$ cat config.mk
export PLATFORM = sky130hd
export DESIGN_NAME = tcp_congestion_window_sender_flat
export DESIGN_NICKNAME = d
export VERILOG_FILES = /design/src/tcw_pkg.sv /design/src/tcw_in_if.sv /design/src/tcw_out_if.sv /design/src/tcp_congestion_window_sender.sv /design/src/tcw_front.sv /design/src/tcw_back.sv /design/src/flat_wrapper.sv
export SDC_FILE = /design/constraint.sdc
export NUM_CORES = 1
export LEC_CHECK = 0
export ABC_AREA = 1
export BUFFER_PORTS_ARGS = -buffer_cell sky130_fd_sc_hd__buf_2
export CORE_UTILIZATION = 38
export CTS_CLUSTER_DIAMETER = 120
export DETAILED_ROUTE_END_ITERATION = 7
export GPL_ROUTABILITY_DRIVEN = 0
export PLACE_DENSITY = 0.65
export SYNTH_ARGS = -nofsm -noshare
export SYNTH_HDL_FRONTEND = slang
export SYNTH_HIERARCHICAL = 1
export SYNTH_SLANG_ARGS = --single-unit
$ cat constraint.sdc
create_clock -name clk -period 5.51 [get_ports clk]
set_input_delay 1.3775 -clock clk [delete_from_list [all_inputs] [get_ports clk]]
set_output_delay 1.3775 -clock clk [all_outputs]
set_load 0.02 [all_outputs]
$ cat src/tcw_pkg.sv
package tcw_pkg;

    localparam int unsigned MAX_WINDOW  = 64;
    localparam int unsigned WIN_W       = 7;
    localparam int unsigned SEQ_W       = 32;
    localparam int unsigned DUP_W       = 2;
    localparam int unsigned QUEUE_DEPTH = 2;
    localparam int unsigned QPTR_W      = 1;
    localparam int unsigned QCNT_W      = 2;

    localparam logic [SEQ_W-1:0] SEQ_RESET    = SEQ_W'(1);
    localparam logic [WIN_W-1:0] WIN_RESET    = WIN_W'(1);
    localparam logic [WIN_W-1:0] THR_RESET    = WIN_W'(8);
    localparam logic [DUP_W-1:0] DUP_RESET    = DUP_W'(1);
    localparam logic [DUP_W-1:0] DUP_TRIGGER  = DUP_W'(3);
    localparam logic [SEQ_W-1:0] RESENT_RESET = '1;

    typedef enum logic {
        OP_SEND = 1'b0,
        OP_ACK  = 1'b1
    } op_t;

    typedef enum logic [1:0] {
        KIND_DATA    = 2'd0,
        KIND_RETX    = 2'd1,
        KIND_STATUS  = 2'd2,
        KIND_IGNORED = 2'd3
    } kind_t;

    typedef enum logic {
        MODE_SLOW_START = 1'b0,
        MODE_AVOID      = 1'b1
    } mode_t;

    typedef struct packed {
        op_t               op;
        logic [SEQ_W-1:0]  ack_value;
    } cmd_t;

    // head of the command queue as seen by the back end
    typedef struct packed {
        logic  valid;
        cmd_t  cmd;
    } cmd_head_t;

    typedef struct packed {
        kind_t             kind;
        logic [SEQ_W-1:0]  seq_number;
        logic [WIN_W-1:0]  window;
        logic [WIN_W-1:0]  threshold;
        mode_t             mode;
        logic              round_done;
        logic              last;
    } res_t;

endpackage

$ cat src/tcw_in_if.sv
interface tcw_in_if;
    logic                valid;
    logic                ready;
    logic                func;
    logic signed [31:0]  ack_value;

    modport source (
        output valid,
        output func,
        output ack_value,
        input  ready
    );

    modport sink (
        input  valid,
        input  func,
        input  ack_value,
        output ready
    );
endinterface

$ cat src/tcw_out_if.sv
interface tcw_out_if;
    logic                valid;
    logic                ready;
    logic [1:0]          kind;
    logic signed [31:0]  seq_number;
    logic [6:0]          window;
    logic [6:0]          threshold;
    logic                mode;
    logic                round_done;
    logic                last;

    modport source (
        output valid,
        output kind,
        output seq_number,
        output window,
        output threshold,
        output mode,
        output round_done,
        output last,
        input  ready
    );

    modport sink (
        input  valid,
        input  kind,
        input  seq_number,
        input  window,
        input  threshold,
        input  mode,
        input  round_done,
        input  last,
        output ready
    );
endinterface

$ cat src/tcp_congestion_window_sender.sv
// Window-based sender with slow start, congestion avoidance and retransmit on the
// third identical ack. A send request (func 0) produces one data segment per cycle
// while rsp is not stalled, window transfers in all (1 to 64), counted out by the
// burst counter in the back end; an ack (func 1) produces exactly one result.
// Every result sits in an output register, and a two-entry command queue in front
// lets req take new items while a burst is running or rsp is stalled; the block is
// ready right after reset.
module tcp_congestion_window_sender (
    input  logic        clk,
    input  logic        rst_n,
    tcw_in_if.sink      req,
    tcw_out_if.source   rsp
);

    tcw_pkg::cmd_head_t  head;
    logic                cmd_pop;

    tcw_front u_front (
        .clk     (clk),
        .rst_n   (rst_n),
        .req     (req),
        .cmd_pop (cmd_pop),
        .head    (head)
    );

    tcw_back u_back (
        .clk     (clk),
        .rst_n   (rst_n),
        .head    (head),
        .cmd_pop (cmd_pop),
        .rsp     (rsp)
    );

endmodule

$ cat src/tcw_front.sv
module tcw_front (
    input  logic                clk,
    input  logic                rst_n,
    tcw_in_if.sink              req,
    input  logic                cmd_pop,
    output tcw_pkg::cmd_head_t  head
);

    tcw_pkg::cmd_t                   q_reg [tcw_pkg::QUEUE_DEPTH];
    logic [tcw_pkg::QPTR_W-1:0]      wr_ptr_reg;
    logic [tcw_pkg::QPTR_W-1:0]      rd_ptr_reg;
    logic [tcw_pkg::QCNT_W-1:0]      count_reg;
    logic [tcw_pkg::QPTR_W-1:0]      wr_ptr_next;
    logic [tcw_pkg::QPTR_W-1:0]      rd_ptr_next;
    logic [tcw_pkg::QCNT_W-1:0]      count_next;
    logic                            push;
    tcw_pkg::cmd_t                   cmd_in;

    assign req.ready = (count_reg != tcw_pkg::QCNT_W'(tcw_pkg::QUEUE_DEPTH));
    assign push      = req.valid && req.ready;

    // classify the incoming transfer
    always_comb
    begin
        cmd_in.op        = req.func ? tcw_pkg::OP_ACK : tcw_pkg::OP_SEND;
        cmd_in.ack_value = req.ack_value;
    end

    always_comb
    begin
        wr_ptr_next = push ? wr_ptr_reg + tcw_pkg::QPTR_W'(1) : wr_ptr_reg;
        rd_ptr_next = cmd_pop ? rd_ptr_reg + tcw_pkg::QPTR_W'(1) : rd_ptr_reg;
        unique case ({push, cmd_pop})
            2'b10:   count_next = count_reg + tcw_pkg::QCNT_W'(1);
            2'b01:   count_next = count_reg - tcw_pkg::QCNT_W'(1);
            default: count_next = count_reg;
        endcase
    end

    always_ff @(posedge clk or negedge rst_n)
    begin
        if (!rst_n)
        begin
            wr_ptr_reg <= '0;
            rd_ptr_reg <= '0;
            count_reg  <= '0;
        end
        else
        begin
            wr_ptr_reg <= wr_ptr_next;
            rd_ptr_reg <= rd_ptr_next;
            count_reg  <= count_next;
        end
    end

    always_ff @(posedge clk)
    begin
        if (push)
        begin
            q_reg[wr_ptr_reg] <= cmd_in;
        end
    end

    assign head.valid = (count_reg != '0);
    assign head.cmd   = q_reg[rd_ptr_reg];

    a_count_bound: assert property (@(posedge clk) disable iff (!rst_n)
        count_reg <= tcw_pkg::QCNT_W'(tcw_pkg::QUEUE_DEPTH))
        else $error("command queue overfilled");

    a_ptr_gap: assert property (@(posedge clk) disable iff (!rst_n)
        (count_reg == '0 || count_reg == tcw_pkg::QCNT_W'(tcw_pkg::QUEUE_DEPTH))
            |-> wr_ptr_reg == rd_ptr_reg)
        else $error("queue pointers disagree with fill count");

endmodule

$ cat src/tcw_back.sv
module tcw_back (
    input  logic                clk,
    input  logic                rst_n,
    input  tcw_pkg::cmd_head_t  head,
    output logic                cmd_pop,
    tcw_out_if.source           rsp
);

    typedef enum logic {
        ST_IDLE,
        ST_SEND
    } state_t;

    localparam logic [tcw_pkg::WIN_W-1:0] WIN_ONE = tcw_pkg::WIN_W'(1);
    localparam logic [tcw_pkg::WIN_W-1:0] WIN_MAX = tcw_pkg::WIN_W'(tcw_pkg::MAX_WINDOW);
    localparam logic [tcw_pkg::WIN_W:0]   GROW_MAX = (tcw_pkg::WIN_W + 1)'(tcw_pkg::MAX_WINDOW);

    state_t                          state_reg,       state_next;
    logic [tcw_pkg::WIN_W-1:0]       send_left_reg,   send_left_next;
    logic [tcw_pkg::SEQ_W-1:0]       next_seq_reg,    next_seq_next;
    logic [tcw_pkg::WIN_W-1:0]       cur_window_reg,  cur_window_next;
    logic [tcw_pkg::WIN_W-1:0]       cur_thr_reg,     cur_thr_next;
    tcw_pkg::mode_t                  cur_mode_reg,    cur_mode_next;
    logic [tcw_pkg::SEQ_W-1:0]       prev_ack_reg,    prev_ack_next;
    logic [tcw_pkg::DUP_W-1:0]       dup_count_reg,   dup_count_next;
    logic [tcw_pkg::SEQ_W-1:0]       last_resent_reg, last_resent_next;
    logic [tcw_pkg::WIN_W-1:0]       acks_left_reg,   acks_left_next;
    logic                            rsp_valid_reg,   rsp_valid_next;
    tcw_pkg::res_t                   res_reg,         res_next;

    logic                            out_free;
    logic [tcw_pkg::WIN_W-1:0]       send_n;
    logic                            is_dup;
    logic [tcw_pkg::DUP_W-1:0]       dup_inc;
    logic                            retx;
    logic [tcw_pkg::WIN_W-1:0]       acks_dec;
    logic [tcw_pkg::WIN_W-1:0]       half_win;
    logic [tcw_pkg::WIN_W-1:0]       retx_thr;
    tcw_pkg::mode_t                  close_mode;
    logic [tcw_pkg::WIN_W:0]         grown;
    logic [tcw_pkg::WIN_W-1:0]       close_window;

    assign out_free = !rsp_valid_reg || rsp.ready;

    // ack classification and window arithmetic
    always_comb
    begin
        if (cur_window_reg == '0)
            send_n = WIN_ONE;
        else if (cur_window_reg > WIN_MAX)
            send_n = WIN_MAX;
        else
            send_n = cur_window_reg;

        is_dup   = (head.cmd.ack_value == prev_ack_reg)
                   && (head.cmd.ack_value != last_resent_reg);
        dup_inc  = dup_count_reg + tcw_pkg::DUP_W'(1);
        retx     = is_dup && (dup_inc == tcw_pkg::DUP_TRIGGER);
        acks_dec = acks_left_reg - WIN_ONE;
        half_win = cur_window_reg >> 1;
        retx_thr = (half_win == '0) ? WIN_ONE : half_win;

        close_mode = (cur_window_reg >= cur_thr_reg) ? tcw_pkg::MODE_AVOID : cur_mode_reg;
        if (close_mode == tcw_pkg::MODE_SLOW_START)
            grown = {cur_window_reg, 1'b0};
        else
            grown = {1'b0, cur_window_reg} + (tcw_pkg::WIN_W + 1)'(1);
        close_window = (grown > GROW_MAX) ? WIN_MAX : grown[tcw_pkg::WIN_W-1:0];
    end

    always_comb
    begin
        state_next       = state_reg;
        send_left_next   = send_left_reg;
        next_seq_next    = next_seq_reg;
        cur_window_next  = cur_window_reg;
        cur_thr_next     = cur_thr_reg;
        cur_mode_next    = cur_mode_reg;
        prev_ack_next    = prev_ack_reg;
        dup_count_next   = dup_count_reg;
        last_resent_next = last_resent_reg;
        acks_left_next   = acks_left_reg;
        rsp_valid_next   = rsp_valid_reg && !rsp.ready;
        res_next         = res_reg;
        cmd_pop          = 1'b0;

        unique case (state_reg)
            ST_IDLE:
            begin
                if (head.valid && out_free)
                begin
                    cmd_pop             = 1'b1;
                    rsp_valid_next      = 1'b1;
                    res_next.seq_number = '0;
                    res_next.round_done = 1'b0;
                    res_next.last       = 1'b1;
                    res_next.window     = cur_window_reg;
                    res_next.threshold  = cur_thr_reg;
                    res_next.mode       = cur_mode_reg;
                    if (head.cmd.op == tcw_pkg::OP_SEND)
                    begin
                        // first segment of the round goes out right away
                        acks_left_next      = send_n;
                        res_next.kind       = tcw_pkg::KIND_DATA;
                        res_next.seq_number = next_seq_reg;
                        res_next.last       = (send_n == WIN_ONE);
                        next_seq_next       = next_seq_reg + tcw_pkg::SEQ_W'(1);
                        if (send_n != WIN_ONE)
                        begin
                            state_next     = ST_SEND;
                            send_left_next = send_n - WIN_ONE;
                        end
                    end
                    else if (acks_left_reg == '0)
                    begin
                        res_next.kind = tcw_pkg::KIND_IGNORED;
                    end
                    else if (retx)
                    begin
                        // triple duplicate: fall back to a window of one
                        cur_thr_next        = retx_thr;
                        cur_window_next     = WIN_ONE;
                        cur_mode_next       = tcw_pkg::MODE_SLOW_START;
                        dup_count_next      = '0;
                        last_resent_next    = prev_ack_reg;
                        res_next.kind       = tcw_pkg::KIND_RETX;
                        res_next.seq_number = prev_ack_reg;
                        res_next.window     = WIN_ONE;
                        res_next.threshold  = retx_thr;
                        res_next.mode       = tcw_pkg::MODE_SLOW_START;
                    end
                    else
                    begin
                        acks_left_next = acks_dec;
                        res_next.kind  = tcw_pkg::KIND_STATUS;
                        if (is_dup)
                        begin
                            dup_count_next = dup_inc;
                        end
                        else
                        begin
                            dup_count_next = tcw_pkg::DUP_RESET;
                            prev_ack_next  = head.cmd.ack_value;
                        end
                        if (acks_dec == '0)
                        begin
                            cur_mode_next       = close_mode;
                            cur_window_next     = close_window;
                            res_next.mode       = close_mode;
                            res_next.window     = close_window;
                            res_next.round_done = 1'b1;
                        end
                    end
                end
            end

            ST_SEND:
            begin
                if (out_free)
                begin
                    rsp_valid_next      = 1'b1;
                    res_next.kind       = tcw_pkg::KIND_DATA;
                    res_next.seq_number = next_seq_reg;
                    res_next.window     = cur_window_reg;
                    res_next.threshold  = cur_thr_reg;
                    res_next.mode       = cur_mode_reg;
                    res_next.round_done = 1'b0;
                    res_next.last       = (send_left_reg == WIN_ONE);
                    next_seq_next       = next_seq_reg + tcw_pkg::SEQ_W'(1);
                    send_left_next      = send_left_reg - WIN_ONE;
                    if (send_left_reg == WIN_ONE)
                    begin
                        state_next = ST_IDLE;
                    end
                end
            end

            default:
            begin
                state_next = ST_IDLE;
            end
        endcase
    end

    always_ff @(posedge clk or negedge rst_n)
    begin
        if (!rst_n)
        begin
            state_reg       <= ST_IDLE;
            send_left_reg   <= '0;
            next_seq_reg    <= tcw_pkg::SEQ_RESET;
            cur_window_reg  <= tcw_pkg::WIN_RESET;
            cur_thr_reg     <= tcw_pkg::THR_RESET;
            cur_mode_reg    <= tcw_pkg::MODE_SLOW_START;
            prev_ack_reg    <= '0;
            dup_count_reg   <= tcw_pkg::DUP_RESET;
            last_resent_reg <= tcw_pkg::RESENT_RESET;
            acks_left_reg   <= '0;
            rsp_valid_reg   <= 1'b0;
        end
        else
        begin
            state_reg       <= state_next;
            send_left_reg   <= send_left_next;
            next_seq_reg    <= next_seq_next;
            cur_window_reg  <= cur_window_next;
            cur_thr_reg     <= cur_thr_next;
            cur_mode_reg    <= cur_mode_next;
            prev_ack_reg    <= prev_ack_next;
            dup_count_reg   <= dup_count_next;
            last_resent_reg <= last_resent_next;
            acks_left_reg   <= acks_left_next;
            rsp_valid_reg   <= rsp_valid_next;
        end
    end

    always_ff @(posedge clk)
    begin
        res_reg <= res_next;
    end

    assign rsp.valid      = rsp_valid_reg;
    assign rsp.kind       = res_reg.kind;
    assign rsp.seq_number = $signed(res_reg.seq_number);
    assign rsp.window     = res_reg.window;
    assign rsp.threshold  = res_reg.threshold;
    assign rsp.mode       = res_reg.mode;
    assign rsp.round_done = res_reg.round_done;
    assign rsp.last       = res_reg.last;

    a_window_range: assert property (@(posedge clk) disable iff (!rst_n)
        cur_window_reg != '0 && cur_window_reg <= WIN_MAX && cur_thr_reg != '0)
        else $error("window or threshold out of range");

    a_send_count: assert property (@(posedge clk) disable iff (!rst_n)
        state_reg == ST_SEND |-> send_left_reg != '0 && acks_left_reg != '0)
        else $error("segment burst running with nothing left to send");

    a_retx_result: assert property (@(posedge clk) disable iff (!rst_n)
        rsp_valid_reg && res_reg.kind == tcw_pkg::KIND_RETX
            |-> res_reg.window == WIN_ONE && res_reg.mode == tcw_pkg::MODE_SLOW_START
                && res_reg.last)
        else $error("retransmit result without window collapse");

    a_pop_valid: assert property (@(posedge clk) disable iff (!rst_n)
        cmd_pop |-> head.valid && state_reg == ST_IDLE)
        else $error("command taken from an empty queue or mid burst");

endmodule
$ cat src/flat_wrapper.sv
// flat-port wrapper written by rule: the top's interface ports become plain ports
module tcp_congestion_window_sender_flat 
  (clk, rst_n, req_valid, req_func, req_ack_value, req_ready, rsp_valid, rsp_kind, rsp_seq_number, rsp_window, rsp_threshold, rsp_mode, rsp_round_done, rsp_last, rsp_ready);
  tcw_in_if req_i ();
  tcw_out_if rsp_i ();
  input  logic clk;
  input  logic rst_n;
  input wire logic [$bits(req_i.valid)-1:0] req_valid;
  input wire logic [$bits(req_i.func)-1:0] req_func;
  input wire logic [$bits(req_i.ack_value)-1:0] req_ack_value;
  output wire logic [$bits(req_i.ready)-1:0] req_ready;
  output wire logic [$bits(rsp_i.valid)-1:0] rsp_valid;
  output wire logic [$bits(rsp_i.kind)-1:0] rsp_kind;
  output wire logic [$bits(rsp_i.seq_number)-1:0] rsp_seq_number;
  output wire logic [$bits(rsp_i.window)-1:0] rsp_window;
  output wire logic [$bits(rsp_i.threshold)-1:0] rsp_threshold;
  output wire logic [$bits(rsp_i.mode)-1:0] rsp_mode;
  output wire logic [$bits(rsp_i.round_done)-1:0] rsp_round_done;
  output wire logic [$bits(rsp_i.last)-1:0] rsp_last;
  input wire logic [$bits(rsp_i.ready)-1:0] rsp_ready;
  assign req_i.valid = req_valid;
  assign req_i.func = req_func;
  assign req_i.ack_value = req_ack_value;
  assign req_ready = req_i.ready;
  assign rsp_valid = rsp_i.valid;
  assign rsp_kind = rsp_i.kind;
  assign rsp_seq_number = rsp_i.seq_number;
  assign rsp_window = rsp_i.window;
  assign rsp_threshold = rsp_i.threshold;
  assign rsp_mode = rsp_i.mode;
  assign rsp_round_done = rsp_i.round_done;
  assign rsp_last = rsp_i.last;
  assign rsp_i.ready = rsp_ready;
  tcp_congestion_window_sender u_core (.clk(clk), .rst_n(rst_n), .req(req_i), .rsp(rsp_i));
endmodule
# Word-level counts from Yosys, hierarchy flattened
# Memory sizes are Yosys's and may differ from the RTL's.
# Index checks and enable logic that the tools add are counted.
# totals
mem_bits_rw,66
inputBits,37
rom_bits,0
latch_bits,0
mem_count,1
ff_bits,184
# op_classes
n_addsub,10
multipliers,0
eq_ne,15
mux,53
reduce_logical,23
div,0
shifts,0
n_bitwise,4
magnitude_cmp,3
# mem_list
memory,depth,word_bits,read_ports,rd_clocked_by_memory_dff,wr,line_no,text
u_core.u_front.q_reg,2,33,1,0,1,tcw_front.sv:9,tcw_pkg::cmd_t q_reg [tcw_pkg::QUEUE_DEPTH];
# op_table
operator,count
2-to-1 mux 32 bit,4
2-to-1 mux 51 bit,2
case mux 51 bit (2 select lines),1
2-to-1 mux 7 bit,13
case mux 32 bit (2 select lines),1
2-to-1 mux 48 bit,1
2-to-1 mux 34 bit,1
adder 32 x 1 -> 32 bit (second input constant),1
== test 32 bit,1
!= test 32 bit,1
zero test 7 bit,4
subtractor 7 x 1 -> 7 bit (second input constant),3
2-to-1 mux 1 bit,18
2-to-1 mux 16 bit,1
== test 7 x 1 -> 1 bit (second input constant),2
case mux 7 bit (2 select lines),1
!= test 2 bit (second input constant),6
AND reduction 4 bit,3
2-to-1 mux 2 bit,5
AND reduction 5 bit,2
adder 7 x 1 -> 8 bit (second input constant),1
> comparator 8 x 7 -> 1 bit (second input constant),1
2-to-1 mux 8 bit,1
>= comparator 7 bit,1
19 further kinds,33

# Longest topological paths before layout
# depth
depth_word,11
ltp_mapped,19
mapped_depth_nobuf,18

# By module
# Netlist, hierarchy kept.
# modules_own_cells
mod,cells_per_inst,n_inst,area_per_inst_um2
tcw_back,1119,1,9507.9
tcw_front,197,1,2667.6

# Worst setup path after synthesis
# No wires, ideal clock.
# synth_timing
kind,in2reg
start,in req_valid
end,"mem u_core/u_front/q_reg[0][0] (netlist name), enable pin"
setup_time_ns,0.423
path_stages,2
slack_ns,2.225
t_arrival_ns,2.862
required_time_ns,5.087
path_cell_list,nand2_2 nor2_1
# synth_between
elab_chain_cells,3
# synth_rtl
item,line_no,text
start: declaration,flat_wrapper.sv:8,input wire logic [$bits(req_i.valid)-1:0] req_valid;
logical AND 1 bit,tcw_front.sv:20,assign push = req.valid && req.ready;
2-to-1 mux 1 bit,tcw_front.sv:58,if (push)
2-to-1 mux 1 bit (implied by the code),tcw_front.sv:60,q_reg[wr_ptr_reg] <= cmd_in;
end: declaration,tcw_front.sv:9,
# Every way passes these cells.

==> flow_metrics.py <==
metrics = {
    "floorplan": {
        "std_cell_rows": 65,
        "floorplan.initialDensity": 0.386,
        "die_y_microns": 181,
        "die_area_sq_um": 32800,
        "pin_count": 90,
        "die_width_microns": 181,
        "core_area_sq_um": 31600,
    },
    "clock_network": {
        "cts_max_path_buffers": 3,
        "cts_tree": "done",
        "path_clk_slew_ps": 60,
        "holdBufCountCts": 0,
        "h-tree-depth": 1,
        "cts.root.buffer_cell": "sky130_fd_sc_hd__clkbuf_16",
        "clock_insertion_delay_worst_skew_ps": 570,
        "postCtsSetupRepairBufs": 0,
        "clock_buffers_created_by_tritoncts": 28,
        "post_cts_resized": 0,
        "tritoncts_sinks": 250,
    },
    "sta": {
        "total_of_endpoints_with_negative_setup_slack_in_the_final_report": 0,
        "maxSlewViolCount": 0,
        "tns_ps": 0,
        "final.hold.worst_slack_ps": 492,
        "max_freq_mhz": 238,
        "timing.final.crit_share": 0.763,
        "worstMarginPinSlew_ps": 1180,
        "grt_setup_unrepaired": "false",
        "finalWorstPathRequiredPeriod_ps": 4210,
        "clock-skew-final_ps": 42.1,
        "slew-limit-headroom": 0.214,
        "hold_viol_final": 0,
    },
    "critical_path": {
        "critPathArrivalTime_ps": 4680,
        "critical_path.reg2reg.endpoint": "u_core/u_back/last_resent_reg[15]$_DFFE_PN1P_",
        "cp.required_ps": 5980,
        "setup.reg_to_reg.worst_slack_ps": 1300,
        "critical_path.reg2reg.startpoint": "u_core/u_front/rd_ptr_reg$_DFFE_PN0P_",
        "worst-path-max-fanout": 50,
        "worst-r2r-cell-count": 15,
        "endpoint_kind": "flip-flop",
        "worst_setup_path_start_kind": "flip-flop",
        "path_class": "reg2reg",
    },
    "final_layout": {
        "areaGrowthSynthToFinish_pct": 14.6,
        "layout.cells.most_common": "sky130_fd_sc_hd__nand2_1",
        "antenna_cells": 0,
        "most-common-layout-cells": "336 x sky130_fd_sc_hd__nand2_1, 197 x sky130_fd_sc_hd__inv_1, 145 x sky130_fd_sc_hd__o21ai_0",
        "post_route_cells_drive_above_1_share": 0.152,
        "finish.net_count": 1459,
        "largest_register_ffs": 66,
        "nFillCells": 3045,
    },
    "drt": {
        "drt_drc_violations_left": 0,
        "routed-via-count": 8851,
        "drt.antenna.violating_nets": 0,
        "dr.pass1.iters": 5,
        "drt-wirelength-per-cell_microns": 15.2,
        "detailedRoute.firstIterationViolations": 741,
        "viasPerCell": 4.84,
        "wl_microns": 27900,
    },
    "hold_path": {
        "hold-path-cell-count": 2,
        "hold_worst_path_end": "u_core/u_back/last_resent_reg[2]$_DFFE_PN1P_",
        "timing.hold.worst.start": "u_core/u_back/last_resent_reg[2]$_DFFE_PN1P_",
        "timing.hold.worst.class": "reg2reg",
    },
    "global_routing": {
        "grt.total_usage": 0.172,
        "grt_pass1_wl_microns": 44900,
        "grt_pass1_vias": 8635,
        "grt-ovfl-total": 0,
        "grt_start_max_net_pins": 68,
        "initial_antenna_violation_count": 0,
    },
    "synthesis": {
        "mean_post_synth_cell_area_sq_um": 9.25,
        "synth_cells": 1316,
        "syn-num-nets": 1372,
        "synth-edff-count": 117,
        "post_synth_instance_area_sq_um": 12200,
        "ys_dominant_reg_cell": "sky130_fd_sc_hd__edfxtp_1",
        "synth.yosys.seq_area_share": 0.566,
        "async_flop_share": 0.532,
        "ys_types": 40,
        "yosys_register_bits": 250,
        "yosysWarningCount": 6,
    },
    "placement": {
        "dpl.hpwl_microns": 19700,
        "buffer_ports.inserted": 89,
    },
    "pwr": {
        "total_leakage_power_nw": 6.38,
        "irDropWorstVdd_mv": 0.354,
        "cell_area_power_density_nw_per_um2": 494,
    },
    "run": {
        "max_capacitance_violation_count": 0,
    },
    "outcome": {
        "run_status": "complete, no violations",
    },
}
-- metal layers --
| metal | GRT usage | vias up | wire length (microns) |
|---|---|---|---|
| met5 | 0 | - | 0 |
| li1 | - | 4425 | - |
| met4 | 0.0539 | 0 | 720 |
| met1 | 0.242 | 4164 | 13400 |
| met3 | 0.0234 | 42 | 1150 |
| met2 | 0.277 | 220 | 12600 |
-- stage by stage --
stage	power, mW	utilization	setup WS (ps)	area, sq um	std cells
final	6.89	0.442	1300	13900	1827
after global routing	7.35	0.442	738	13900	1827
after CTS	6.95	0.442	1320	13900	1827
after detailed placement	4.98	0.411	1360	13000	1775
after global placement	4.92	0.411	1520	13000	1775
after floorplan	4.35	-	2230	12200	1316
-- area by class of cell --
class | instances | area [sq um] | area share
Clock buffer | 38 | 788 | 0.0565
Clock inverter | 14 | 199 | 0.0143
Inverter | 204 | 768 | 0.0551
Multi-Input combinational cell | 824 | 4310 | 0.309
Sequential cell | 250 | 6890 | 0.494
Tap cell | 402 | 503 | 0.0361
Timing Repair Buffer | 95 | 493 | 0.0353
-- worst max path at each step --
stage / start / end / slack [ps]
finish: u_core/u_front/rd_ptr_reg$_DFFE_PN0P_ / u_core/u_back/last_resent_reg[15]$_DFFE_PN1P_ / 1300
global route: u_core/u_front/rd_ptr_reg$_DFFE_PN0P_ / u_core/u_back/last_resent_reg[8]$_DFFE_PN1P_ / 740
CTS: u_core/u_front/rd_ptr_reg$_DFFE_PN0P_ / u_core/u_back/last_resent_reg[15]$_DFFE_PN1P_ / 1320
detailed placement: u_core/u_front/rd_ptr_reg$_DFFE_PN0P_ / u_core/u_back/last_resent_reg[8]$_DFFE_PN1P_ / 1360
global placement: u_core/u_front/rd_ptr_reg$_DFFE_PN0P_ / u_core/u_back/last_resent_reg[26]$_DFFE_PN1P_ / 1520
floorplan: req_valid / u_core/u_front/q_reg[0][0]$_DFFE_PP_ / 2230
-- kinds of logic (layout without fill, tap and decap cells) --
logic type / Yosys count / in the layout / synth area share
buf+inv: 242 / 351 / 0.0811
flops: 250 / 250 / 0.566
xor+xnor: 87 / 87 / 0.0626
compound gates: 194 / 194 / 0.0834
simple gates: 524 / 524 / 0.188
fa+ha+maj: 19 / 19 / 0.0195
-- worst max-delay path, cell delays in order (launching register included) --
cell	delay (ps)
sky130_fd_sc_hd__dfrtp_2	840
sky130_fd_sc_hd__buf_4	340
sky130_fd_sc_hd__nand2_1	60
sky130_fd_sc_hd__o21ai_0	190
sky130_fd_sc_hd__inv_1	80
sky130_fd_sc_hd__nand2_1	70
sky130_fd_sc_hd__nand2_1	50
sky130_fd_sc_hd__nor3_1	150
sky130_fd_sc_hd__nand2_1	70
sky130_fd_sc_hd__nor2_1	80
sky130_fd_sc_hd__nand2_1	80
sky130_fd_sc_hd__nor2_2	220
sky130_fd_sc_hd__nand3_2	340
sky130_fd_sc_hd__nor2_4	690
sky130_fd_sc_hd__inv_2	480
sky130_fd_sc_hd__o21ai_0	310
-- cells in the mapped netlist (19+ instances only) --
| cell | instances | area (sq um) |
|---|---|---|
| sky130_fd_sc_hd__nand2_1 | 336 | 1260 |
| sky130_fd_sc_hd__inv_1 | 198 | 743 |
| sky130_fd_sc_hd__o21ai_0 | 145 | 726 |
| sky130_fd_sc_hd__edfxtp_1 | 117 | 3510 |
| sky130_fd_sc_hd__dfrtp_1 | 97 | 2430 |
| sky130_fd_sc_hd__nor2_1 | 61 | 229 |
| sky130_fd_sc_hd__xor2_1 | 58 | 508 |
| sky130_fd_sc_hd__nand3_1 | 42 | 210 |
| sky130_fd_sc_hd__dfstp_2 | 36 | 946 |
| sky130_fd_sc_hd__xnor2_1 | 29 | 254 |
| sky130_fd_sc_hd__nand4_1 | 26 | 163 |
| sky130_fd_sc_hd__o22ai_1 | 26 | 163 |
| sky130_fd_sc_hd__ha_1 | 19 | 238 |
-- where the power goes --
| part | switching [mW] | internal [mW] |
|---|---|---|
| clock network | 0.750 | 1.19 |
| logic | 1.44 | 0.698 |
| registers | 0.322 | 2.49 |
No activity file was read; power rests on OpenSTA's default activity.
